[src/rtl/core/bsf_pkg.sv]
// Package for the 3x3 box sum filter: field widths, defaults and shared types.
// No dependencies; every other file of the block refers to it by scoped name.
`default_nettype none

package bsf_pkg;

  localparam int PIX_PORT_BITS   = 8;
  localparam int SUM_BITS        = 12;
  localparam int IDX_BITS        = 10;
  localparam int SIDE_BITS       = 11;
  localparam int MAX_PIXEL_BITS  = 16;

  localparam int MAX_SIDE_DEFAULT   = 1024;
  localparam int PIXEL_BITS_DEFAULT = 8;
  localparam int MIN_SIDE           = 3;
  localparam int FIRST_EMIT_IDX     = 2;

  // control from the read stage to the window stage
  typedef struct packed {
    logic advance;
    logic emit;
  } win_ctrl_t;

endpackage

`default_nettype wire

[src/rtl/core/bsf_if.sv]
// Valid/ready channels of the box sum filter: pixel input and sum output.
// Depends on bsf_pkg for payload widths.
`default_nettype none


interface bsf_sum_if;
  logic                         valid;
  logic                         ready;
  logic [bsf_pkg::SUM_BITS-1:0] box_sum;
  logic [bsf_pkg::IDX_BITS-1:0] centre_row;
  logic [bsf_pkg::IDX_BITS-1:0] centre_col;

  modport source (output valid, output box_sum, output centre_row, output centre_col,
                  input ready);
  modport sink (input valid, input box_sum, input centre_row, input centre_col,
                output ready);
endinterface

`default_nettype wire

[src/rtl/core/bsf_window.sv]
// Window stage: keeps the two older column sums, adds the new column and
// registers the result beat. Uses bsf_pkg and the bsf_sum_if channel.
`default_nettype none

module bsf_window #(
  parameter int MAX_SIDE   = bsf_pkg::MAX_SIDE_DEFAULT,
  parameter int PIXEL_BITS = bsf_pkg::PIXEL_BITS_DEFAULT
) (
  input  wire logic                        clk_i,
  input  wire logic                        rst_ni,
  input  wire bsf_pkg::win_ctrl_t          ctrl_i,
  input  wire logic [PIXEL_BITS-1:0]       top_i,
  input  wire logic [PIXEL_BITS-1:0]       mid_i,
  input  wire logic [PIXEL_BITS-1:0]       pix_i,
  input  wire logic [$clog2(MAX_SIDE)-1:0] row_i,
  input  wire logic [$clog2(MAX_SIDE)-1:0] col_i,
  output      logic                        free_o,
  bsf_sum_if.source                        sum_o
);

  localparam int ColBits = PIXEL_BITS + 2;
  localparam int BoxBits = PIXEL_BITS + 4;

  logic [ColBits-1:0]           cs0_q, cs1_q;
  logic [ColBits-1:0]           cs_new;
  logic [BoxBits-1:0]           box;
  logic                         valid_q;
  logic [bsf_pkg::SUM_BITS-1:0] sum_q;
  logic [bsf_pkg::IDX_BITS-1:0] row_q, col_q;

  assign cs_new = ColBits'(top_i) + ColBits'(mid_i) + ColBits'(pix_i);
  assign box    = BoxBits'(cs0_q) + BoxBits'(cs1_q) + BoxBits'(cs_new);
  assign free_o = !valid_q || sum_o.ready;

  always_ff @(posedge clk_i or negedge rst_ni) begin
    if (!rst_ni) begin
      cs0_q   <= '0;
      cs1_q   <= '0;
      valid_q <= 1'b0;
    end else if (ctrl_i.advance) begin
      cs0_q   <= cs1_q;
      cs1_q   <= cs_new;
      valid_q <= ctrl_i.emit;
    end else if (sum_o.ready) begin
      valid_q <= 1'b0;
    end
  end

  always_ff @(posedge clk_i) begin
    if (ctrl_i.advance && ctrl_i.emit) begin
      sum_q <= bsf_pkg::SUM_BITS'(box);
      row_q <= bsf_pkg::IDX_BITS'(row_i - 1'b1);
      col_q <= bsf_pkg::IDX_BITS'(col_i - 1'b1);
    end
  end

  assign sum_o.valid      = valid_q;
  assign sum_o.box_sum    = sum_q;
  assign sum_o.centre_row = row_q;
  assign sum_o.centre_col = col_q;

endmodule

`default_nettype wire
[src/flat_wrapper.sv]
// flat-port wrapper written by rule: the top's interface ports become plain ports
module bsf_window_flat 
#(
  parameter int MAX_SIDE   = bsf_pkg::MAX_SIDE_DEFAULT,
  parameter int PIXEL_BITS = bsf_pkg::PIXEL_BITS_DEFAULT
)
  (clk_i, rst_ni, ctrl_i, top_i, mid_i, pix_i, row_i, col_i, free_o, sum_o_valid, sum_o_box_sum, sum_o_centre_row, sum_o_centre_col, sum_o_ready);
  bsf_sum_if sum_o_i ();
  input  wire logic clk_i;
  input  wire logic rst_ni;
  input  wire bsf_pkg::win_ctrl_t ctrl_i;
  input  wire logic [PIXEL_BITS-1:0] top_i;
  input  wire logic [PIXEL_BITS-1:0] mid_i;
  input  wire logic [PIXEL_BITS-1:0] pix_i;
  input  wire logic [$clog2(MAX_SIDE)-1:0] row_i;
  input  wire logic [$clog2(MAX_SIDE)-1:0] col_i;
  output      logic free_o;
  output wire logic [$bits(sum_o_i.valid)-1:0] sum_o_valid;
  output wire logic [$bits(sum_o_i.box_sum)-1:0] sum_o_box_sum;
  output wire logic [$bits(sum_o_i.centre_row)-1:0] sum_o_centre_row;
  output wire logic [$bits(sum_o_i.centre_col)-1:0] sum_o_centre_col;
  input wire logic [$bits(sum_o_i.ready)-1:0] sum_o_ready;
  assign sum_o_valid = sum_o_i.valid;
  assign sum_o_box_sum = sum_o_i.box_sum;
  assign sum_o_centre_row = sum_o_i.centre_row;
  assign sum_o_centre_col = sum_o_i.centre_col;
  assign sum_o_i.ready = sum_o_ready;
  bsf_window #(.MAX_SIDE(MAX_SIDE), .PIXEL_BITS(PIXEL_BITS)) u_core (.clk_i(clk_i), .rst_ni(rst_ni), .ctrl_i(ctrl_i), .top_i(top_i), .mid_i(mid_i), .pix_i(pix_i), .row_i(row_i), .col_i(col_i), .free_o(free_o), .sum_o(sum_o_i));
endmodule
[config.mk]
export PLATFORM = sky130hd
export DESIGN_NAME = bsf_window_flat
export DESIGN_NICKNAME = d
export VERILOG_FILES = /design/src/rtl/core/bsf_pkg.sv /design/src/rtl/core/bsf_if.sv /design/src/rtl/core/bsf_window.sv /design/src/flat_wrapper.sv
export SDC_FILE = /design/constraint.sdc
export NUM_CORES = 1
export LEC_CHECK = 0
export BUFFER_PORTS_ARGS = -buffer_cell sky130_fd_sc_hd__buf_2
export CORE_MARGIN = 1
export CORE_UTILIZATION = 50
export CTS_CLUSTER_DIAMETER = 200
export DETAILED_ROUTE_END_ITERATION = 16
export PLACE_DENSITY = 0.76
export SLEW_MARGIN = 20
export SYNTH_ARGS = -nofsm -noshare
export SYNTH_HDL_FRONTEND = slang
export SYNTH_SLANG_ARGS = --single-unit
export TNS_END_PERCENT = 5
[constraint.sdc]
create_clock -name clk_i -period 3.8 [get_ports clk_i]
set_input_delay 0.76 -clock clk_i [delete_from_list [all_inputs] [get_ports clk_i]]
set_output_delay 0.76 -clock clk_i [all_outputs]
set_load 0.02 [all_outputs]
==> flow_metrics.py, run 1 <==
metrics = {
    "status": {
        "run_status": "finished, violations left",
        "violations": "negative setup slack",
    },
    "sta": {
        "setup_tns_ns": -0.0312,
        "final.min_clock_period_ns": 3.83,
        "hold_viol": 0,
        "slew_headroom_pct": 69.1,
        "drv_slew": 0,
        "clock-skew-final_ns": 0.00771,
        "period_share_pct": 101,
        "fmax_mhz": 261,
        "rsz0062_at_grt": "true",
        "timing_worst_slew_pin_value_ns": 0.464,
        "setup_slack_ns": -0.0301,
        "setup_viol_count_final": 2,
    },
    "route": {
        "vias": 2714,
        "drc": 0,
        "drtIter0Drc": 53,
        "drt-vias-per-instance": 5.01,
        "wl_per_cell_um": 12.0,
        "first_pass_iters": 4,
        "ant_nets": 0,
        "wirelength_mm": 6.48,
    },
    "global_route": {
        "grt_start_max_net_pins": 34,
        "track_usage_pct": 18.0,
        "grt_pass1_vias": 2663,
        "grt_pass1_wl_mm": 10.7,
        "grt_overflow": 0,
        "antenna_found_initial": 0,
    },
    "synthesis": {
        "synth_top_area_share_pct": 27.2,
        "avgSynthCellArea_um2": 11.5,
        "post-synth-top-count-cell": "ha_1",
        "syn_nets": 402,
        "synthXorXnorAreaFrac_pct": 11.8,
        "yosysTopAreaCell": "edfxtp_1",
        "synth_cell_type_count": 45,
        "synthMuxAreaShare_pct": 6.36,
        "yosysWarningCount": 0,
        "synth_top_family_by_area": "adder cells",
        "synth_ff_type": "edfxtp_1",
        "synth-async-reset-ratio_pct": 39.6,
        "ys_seq_elements": 53,
        "yosys.area_share.simple_pct": 9.87,
        "syn_area_mm2": 0.00354,
        "netlist_top_cells_count": "ha_1, edfxtp_1, xnor2_1, dfrtp_1",
        "ys_seq_area_share_pct": 42.0,
        "synthTopCellsByArea": "edfxtp_1, dfrtp_1, ha_1",
        "netlist_instances": 309,
        "synth_compound_area_share_pct": 11.4,
        "synth_adder_area_share_pct": 16.4,
        "synth_edf_count": 32,
    },
    "placed_design": {
        "gp_congestion": 0.809,
        "place.detailed.hpwl_mm": 5.13,
        "dp_slack_ns": -0.429,
        "port_buffers": 82,
    },
    "setup_path": {
        "crit_path_end_kind": "register",
        "ff2ff_path_depth": 16,
        "cp.arrival_ns": 3.89,
        "critPathLaunchType": "input port",
        "crit_type": "input port to register",
        "critPathMaxFanout": 3,
        "critPathRequiredTime_ns": 3.86,
    },
    "cts": {
        "htreeDepth": 2,
        "clock-sinks": 53,
        "clockRootBuffer": "clkbuf_8",
        "cts_tree": "done",
        "clk_path_buf_depth": 2,
        "clk_pin_slew_ns": 0.09,
        "clock_latency_ns": 0.30,
        "hold_buffers": 0,
        "cts_buffers": 5,
    },
    "cells_and_area": {
        "diodes": 0,
        "seq_area_mm2": 0.00149,
        "syn2layout_area_growth_pct": 31.9,
        "multi_input_area_mm2": 0.00210,
        "n_fill_cell": 536,
        "layout.nets": 538,
        "drive_above_1_share_pct": 43.5,
    },
    "power_and_ir_drop": {
        "powerDensity_mw_per_mm2": 1010,
        "irDropWorstVdd_v": 0.000500,
        "p_leak_nw": 2.15,
        "finalPower_mw": 4.74,
    },
    "die": {
        "initial_core_util_pct": 51.8,
        "rows": 30,
        "die_area_mm2": 0.00742,
        "coreArea_mm2": 0.00683,
        "top_level_ports": 83,
        "dieWidth_um": 86.1,
        "die_y_um": 86.1,
    },
    "flow_run": {
        "cap_violations": 0,
    },
    "worst_hold_path": {
        "hold_path.class": "input port to asynchronous set/reset pin",
    },
}
==> repair_timing <==
action | 4_1_cts | 5_1_grt
setup endpoints to repair | 4 | 5
pin swaps | 16 | 15
resized for setup | 10 | 9
setup buffers | 4 | 3
==> layout make-up <==
type                       count  area share [%]
sequential                    53            31.8
clock inverter                 2           0.751
tap                           96            2.57
clock buffer                   6            1.55
timing repair buffer         131            16.8
multi-input combinational    235            44.9
inverter                      19            1.53
==> stage by stage <==
stage          hold slack (ns)  utilization [%]  cells  instance area [µm²]
3_5_place_dp             0.502             64.7    527                 4420
4_1_cts                  0.397             67.4    539                 4600
2_1_floorplan            0.464                -    309                 3580
3_3_place_gp             0.495             64.7    527                 4420
5_1_grt                  0.422             68.3    542                 4670
6_report                 0.387             68.3    542                 4670
==> power by group <==
part           internal, mW  total [mW]  leakage [nW]  switching (mW)
clock                 0.196       0.371        0.0552           0.176
combinational          1.72        3.36          1.55            1.63
sequential            0.929        1.01         0.552          0.0796
==> path summary, 6_finish.rpt <==
check,start,endpoint,slack (ns)
worst max-delay path,top_i[0],u_core.sum_o.box_sum[8]$_DFFE_PP_,-0.03
worst min-delay path,rst_ni,u_core.cs0_q[9]$_DFFE_PN0P_,0.39
worst max register to register,u_core.cs1_q[0]$_DFFE_PN0P_,u_core.sum_o.box_sum[11]$_DFFE_PP_,0.49
worst min register to register,u_core.cs0_q[5]$_DFFE_PN0P_,u_core.cs0_q[5]$_DFFE_PN0P_,0.52
max in group asynchronous,rst_ni,u_core.cs1_q[1]$_DFFE_PN0P_,3.09
min in group clk_i,u_core.cs0_q[5]$_DFFE_PN0P_,u_core.cs0_q[5]$_DFFE_PN0P_,0.52
==> cells by family after synthesis <==
kind of cell | count (synthesis)
compound gates | 59
xor+xnor | 46
fa+ha+maj | 44
buf+inv | 21
flops | 53
mux | 20
simple gates | 66
==> state kept, by name (all words and copies together), names as in the netlist <==
register	cells
u_core.sum_o.centre_col	10
u_core.sum_o.centre_row	10
u_core.sum_o.box_sum	12
u_core.sum_o.valid	1
u_core.cs1_q	10
u_core.cs0_q	10
==> worst max-delay path, stage by stage <==
cell and delay [ns]:
buf_2 0.10, ha_4 0.12, inv_2 0.03, fa_2 0.34, nor2b_1 0.12, o21a_1 0.17, nor2_1 0.06, xnor2_1 0.19
ha_1 0.30, buf_4 0.16, buf_4 0.12, buf_4 0.13, a2111oi_4 0.30, a221oi_2 0.12, ha_2 0.23, nor3_1 0.24
a21oi_2 0.11, buf_4 0.15, xor2_1 0.14
==> layout by cell type, fill, tap and decap left out, types with 4 or more instances in the layout <==
| master | count |
|---|---|
| clkbuf_8 | 5 |
| edfxtp_1 | 32 |
| nand2_1 | 12 |
| inv_1 | 18 |
| o21a_1 | 4 |
| ha_1 | 37 |
| nor2b_1 | 6 |
| o21ai_0 | 6 |
| a21oi_1 | 12 |
| nor2_1 | 11 |
| a21o_1 | 7 |
| xor2_1 | 18 |
| xnor2_1 | 24 |
| mux2_2 | 20 |
| buf_4 | 49 |
| dfrtp_1 | 21 |
| nor3_1 | 8 |
| a21oi_2 | 9 |
| nand2b_1 | 5 |
| buf_2 | 81 |
==> metal layers <==
metal | track usage, % | routed length (µm)
met2 | 35.0 | 3320
met4 | 6.21 | 95
met3 | 2.98 | 341
met1 | 19.4 | 2730
met5 | 0 | 0
Note: power is estimated with default switching activity, not from simulation.
==> run 2, diff against run 1 <==
- BUFFER_PORTS_ARGS: -buffer_cell sky130_fd_sc_hd__buf_2 -> default
- CTS_BUF_LIST: default -> sky130_fd_sc_hd__clkbuf_8
- DONT_BUFFER_PORTS: default -> 1
- PLACE_DENSITY: 0.76 -> 0.66
==> run 2 against run 1 <==
The run now ends clean. Fmax increased by 4.4%. Global-route usage decreased by 0.86 points. Power decreased by 2.2%. Non-clock buffer count decreased by 88. Critical endpoint is now u_core.sum_o.box_sum[10]$_DFFE_PP_. Highest routed layer unchanged. Clock power increased by 18%. Sequential power increased by 11%. Setup slack improved by 0.16 ns. Sequential cell count unchanged. Wire length decreased by 7.4%. Register-to-register slack about the same.
==> flow_metrics.py, run 2 (synthesis results as in run 1) <==
metrics = {
    "route": {
        "drc": 0,
        "drtIter0Drc": 41,
        "vias": 2429,
        "ant_nets": 0,
        "first_pass_iters": 3,
        "drt-vias-per-instance": 5.35,
        "wl_per_cell_um": 13.2,
        "wirelength_mm": 6.00,
    },
    "global_route": {
        "track_usage_pct": 17.1,
        "antenna_found_initial": 0,
        "grt_pass1_vias": 2460,
        "grt_overflow": 0,
        "grt_start_max_net_pins": 34,
        "grt_pass1_wl_mm": 10.2,
    },
    "power_and_ir_drop": {
        "p_clk_share_pct": 9.4,
        "irDropWorstVdd_v": 0.000538,
        "seq_power_share_pct": 24.2,
        "combPwrFrac_pct": 66.4,
        "powerDensity_mw_per_mm2": 1090,
        "p_leak_nw": 1.81,
        "p_sw_mw": 1.80,
        "internal_power_mw": 2.83,
        "p_sw_share_pct": 38.9,
    },
    "setup_path": {
        "regToRegStartpoint": "u_core.cs1_q[0]$_DFFE_PN0P_",
        "critPathMaxFanout": 3,
        "rrSetupSlack_ns": 0.48,
        "critPathRequiredTime_ns": 3.85,
        "r2r-end": "u_core.sum_o.box_sum[11]$_DFFE_PP_",
        "crit_buf_inv": 2,
        "ff2ff_path_depth": 16,
        "critPathLaunchType": "input port",
        "max_stage_delay_ns": 0.33,
        "crit_top_cell": "ha_1",
        "crit_type": "input port to register",
        "crit_path_end_kind": "register",
        "critPathSlowestCell": "fa_2",
        "cp.arrival_ns": 3.72,
        "crit_family": "adder cells",
        "path_cells": "ha_4 -> inv_2 -> fa_2 -> nor2b_1 -> o21a_1 -> a31o_2 -> nor2_2 -> xnor2_2 -> ha_1 -> or2_4 -> a21oi_2 -> a31oi_1 -> xnor2_1 -> ha_1 -> buf_4 -> a31oi_2 -> xor2_1",
    },
    "sta": {
        "timing_worst_slew_pin_value_ns": 0.401,
        "rsz0062_at_grt": "true",
        "period_share_pct": 96.6,
        "hold_viol": 0,
        "setup_slack_ns": 0.131,
        "slew_headroom_pct": 73.3,
        "final.min_clock_period_ns": 3.67,
        "drv_slew": 0,
        "setup_viol_count_final": 0,
        "clock-skew-final_ns": 0.00889,
        "fmax_mhz": 273,
    },
    "cells_and_area": {
        "layout.nets": 450,
        "final_cell_mix": "buf_4, ha_1, edfxtp_1",
        "final_common_cell": "buf_4",
        "diodes": 0,
        "largest_reg_flops": 12,
        "syn2layout_area_growth_pct": 20.3,
        "drive_above_1_share_pct": 30.7,
        "final_util_pct": 62.3,
    },
    "cts": {
        "cts_buffers": 5,
        "cts_tree": "done",
        "clk_pin_slew_ns": 0.10,
        "clock_latency_ns": 0.31,
        "clk_path_buf_depth": 2,
        "clock-sinks": 53,
        "clockRootBuffer": "clkbuf_8",
        "htreeDepth": 2,
    },
    "placed_design": {
        "dp_slack_ns": -0.300,
        "place.detailed.hpwl_mm": 4.73,
        "gp_congestion": 0.802,
        "port_buffers": 0,
    },
    "die": {
        "coreArea_mm2": 0.00683,
        "die_y_um": 86.1,
        "initial_core_util_pct": 51.8,
        "dieWidth_um": 86.1,
        "top_level_ports": 83,
        "rows": 30,
        "die_area_mm2": 0.00742,
    },
    "status": {
        "run_status": "finished clean",
    },
    "worst_hold_path": {
        "hold_path.class": "input port to asynchronous set/reset pin",
    },
    "flow_run": {
        "cap_violations": 0,
    },
}
## run 2: routing by layer
| layer | part of all wire (%) | routed length (µm) | up-vias | track usage (%) |
|---|---|---|---|---|
| met5 | 0 | 0 | - | 0 |
| met4 | 0.98 | 59 | 0 | 4.85 |
| met3 | 7.8 | 471 | 4 | 5.20 |
| met2 | 50 | 3030 | 80 | 31.9 |
| met1 | 41 | 2440 | 1133 | 18.6 |
| li1 | - | - | 1212 | - |
## run 2: worst max-delay path by stage
stage / start / end / slack [ns] / cells past startpoint
after floorplan: top_i[0] / u_core.sum_o.box_sum[10]$_DFFE_PP_ / -0.02 / 17
after global placement: top_i[0] / u_core.sum_o.box_sum[10]$_DFFE_PP_ / -0.29 / 17
after detailed placement: top_i[0] / u_core.sum_o.box_sum[10]$_DFFE_PP_ / -0.30 / 17
after CTS: top_i[0] / u_core.sum_o.box_sum[11]$_DFFE_PP_ / 0.03 / 18
after global routing: top_i[0] / u_core.sum_o.box_sum[8]$_DFFE_PP_ / -0.03 / 17
final: top_i[0] / u_core.sum_o.box_sum[10]$_DFFE_PP_ / 0.13 / 17
## run 2: layout make-up
type | instances | area, µm²
Sequential cell | 53 | 1490
Fill cell | 534 | 2570
Tap cell | 96 | 120
Inverter | 19 | 71.3
Timing Repair Buffer | 43 | 323
Clock inverter | 3 | 65.1
Multi-Input combinational cell | 235 | 2120
Clock buffer | 5 | 68.8
## run 2: through the flow
step	std cells	TNS (ns)	instance area [µm²]	hold WS [ns]	power, mW
floorplan	309	-0.0302	3580	0.464	3.12
global placement	442	-1.11	3990	0.465	3.86
detailed placement	442	-1.15	3990	0.465	3.91
CTS	450	0	4120	0.123	4.37
global route	454	-0.0440	4260	0.105	5.05
finish	454	0	4260	0.134	4.63
## run 2: timing repair
action,4_1_cts,5_1_grt
setup endpoints to repair,0,5
endpoints found under the hold margin,0,0
gates resized for setup,0,23
hold buffers,0,0
setup buffers,0,4
## run 2: power groups by stage
stage                     clock [mW]  combinational, mW  sequential, mW
final                          0.436               3.07            1.12
after global routing           0.470               3.44            1.14
after global placement             0               2.73            1.13
after floorplan                    0               2.02            1.11
after detailed placement           0               2.78            1.14
after CTS                      0.451               2.80            1.12
==> run 3, diff against run 2 <==
- clock period: 3.8 -> 4.4 ns (I/O delays scaled with it)
==> run 3 against run 2 <==
Die area did not move. Clock power fell by 27%. Cell count fell by 8.4%. Power fell by 28%. Global-route usage fell by 1.1 points. Combinational power fell by 34%. Critical path type unchanged. Highest routed layer unchanged.
==> flow_metrics.py, run 3 (synthesis results as in run 1) <==
metrics = {
    "die": {
        "rows": 30,
        "die_y_um": 86.1,
        "top_level_ports": 83,
        "dieWidth_um": 86.1,
        "coreArea_mm2": 0.00683,
        "initial_core_util_pct": 51.8,
        "die_area_mm2": 0.00742,
    },
    "cells_and_area": {
        "layout.nets": 412,
        "seq_area_mm2": 0.00149,
        "syn2layout_area_growth_pct": 7.35,
        "n_fill_cell": 581,
        "largest_reg_flops": 12,
        "final_common_cell": "ha_1",
        "drive_above_1_share_pct": 13.8,
        "multi_input_area_mm2": 0.00197,
        "diodes": 0,
        "final_cell_mix": "ha_1, edfxtp_1, xnor2_1",
    },
    "power_and_ir_drop": {
        "p_sw_share_pct": 40.6,
        "p_leak_nw": 1.59,
        "irDropWorstVdd_v": 0.000375,
        "seq_power_share_pct": 29.2,
        "p_clk_share_pct": 9.6,
        "internal_power_mw": 1.97,
        "combPwrFrac_pct": 61.1,
        "finalPower_mw": 3.31,
        "powerDensity_mw_per_mm2": 872,
        "p_sw_mw": 1.35,
    },
    "global_route": {
        "grt_start_max_net_pins": 34,
        "grt_pass1_vias": 2268,
        "antenna_found_initial": 0,
        "grt_overflow": 0,
        "track_usage_pct": 16.0,
        "grt_pass1_wl_mm": 9.46,
    },
    "placed_design": {
        "place.detailed.hpwl_mm": 4.49,
        "gp_congestion": 0.896,
        "port_buffers": 0,
    },
    "sta": {
        "slew_headroom_pct": 65.2,
        "setup_viol_count_final": 0,
        "hold_viol": 0,
        "period_share_pct": 93.4,
        "fmax_mhz": 243,
        "timing_worst_slew_pin_value_ns": 0.508,
        "rsz0062_at_grt": "false",
        "final.min_clock_period_ns": 4.11,
        "clock-skew-final_ns": 0.00591,
        "setup_tns_ns": 0,
        "drv_slew": 0,
    },
    "cts": {
        "clk_pin_slew_ns": 0.09,
        "cts_resized": 0,
        "hold_buffers": 0,
        "post-cts-setup-buffers": 0,
        "clockRootBuffer": "clkbuf_8",
        "cts_tree": "done",
        "clock-sinks": 53,
        "htreeDepth": 2,
        "clock_latency_ns": 0.30,
        "cts_buffers": 5,
        "clk_path_buf_depth": 2,
    },
    "flow_run": {
        "cap_violations": 0,
    },
    "route": {
        "first_pass_iters": 4,
        "highest_layer": "met4",
        "wirelength_mm": 5.55,
        "ant_nets": 0,
        "drtIter0Drc": 25,
        "wl_per_cell_um": 13.3,
        "met1_length_mm": 2.44,
        "drt-vias-per-instance": 5.49,
        "met2_length_mm": 2.53,
        "drc": 0,
        "route.met3.wl_um": 504,
        "vias": 2282,
    },
    "setup_path": {
        "rrSetupSlack_ns": 1.01,
        "critPathMaxFanout": 3,
        "cp.arrival_ns": 4.16,
        "critPathLaunchType": "input port",
        "crit_path_end_kind": "register",
        "crit_type": "input port to register",
        "critPathRequiredTime_ns": 4.45,
    },
    "status": {
        "run_status": "finished clean",
    },
    "worst_hold_path": {
        "hold_path.class": "input port to asynchronous set/reset pin",
    },
}
run 3: per-stage QoR:
stage | util (%) | std cells | area, µm² | hold slack, ns | setup slack [ns]
floorplan | - | 309 | 3540 | 0.485 | 0.259
global placement | 54.0 | 408 | 3690 | 0.493 | 0.0624
detailed placement | 54.0 | 408 | 3690 | 0.501 | -0.0267
CTS | 55.6 | 416 | 3800 | 0.247 | 0.294
global route | 55.6 | 416 | 3800 | 0.237 | 0.0145
finish | 55.6 | 416 | 3800 | 0.259 | 0.291
run 3: path summary, 6_finish.rpt:
check	start	to	depth (start not counted)
worst max-delay path	top_i[0]	u_core.sum_o.box_sum[10]$_DFFE_PP_	17
worst min-delay path	rst_ni	u_core.cs0_q[9]$_DFFE_PN0P_	0
worst max register to register	u_core.cs1_q[0]$_DFFE_PN0P_	u_core.sum_o.box_sum[11]$_DFFE_PP_	16
worst min register to register	u_core.cs0_q[3]$_DFFE_PN0P_	u_core.cs0_q[3]$_DFFE_PN0P_	1
max in group asynchronous	rst_ni	u_core.cs0_q[2]$_DFFE_PN0P_	0
min in group clk_i	u_core.cs0_q[3]$_DFFE_PN0P_	u_core.cs0_q[3]$_DFFE_PN0P_	1
run 3: final cells by class:
cell class              instances  share of cell area (%)
repair buffers                  5                   0.988
clock buffers                   5                    1.81
flip-flops and latches         53                    39.1
clock inverters                 3                    1.09
well taps                      96                    3.16
inverters                      19                    1.88
multi-input cells             235                    51.9
run 3: metal layers:
layer / track usage (%) / vias to the layer above
li1: - / 1134
met1: 18.5 / 1038
met2: 28.3 / 99
met3: 5.00 / 11
met4: 4.70 / 0
met5: 0 / -
run 3: power by group through the flow:
stage | Clock, mW | Combinational (mW) | Sequential, mW
6_report | 0.319 | 2.03 | 0.969
5_1_grt | 0.349 | 2.30 | 0.990
4_1_cts | 0.331 | 2.04 | 0.970
3_5_place_dp | 0 | 2.02 | 0.981
3_3_place_gp | 0 | 2.00 | 0.977
2_1_floorplan | 0 | 1.72 | 0.956
run 3: worst max-delay path, stage by stage:
cell and delay (ns):
ha_1 0.14, inv_1 0.05, fa_1 0.40, nor2b_1 0.12, o21a_1 0.14, a31o_2 0.18
nor2_1 0.05, xnor2_1 0.20, ha_1 0.30, a21o_2 0.21, a2111oi_0 0.47, a221oi_2 0.16
ha_1 0.27, nor3_1 0.17, a21oi_1 0.12, a31oi_1 0.21, xor2_1 0.08
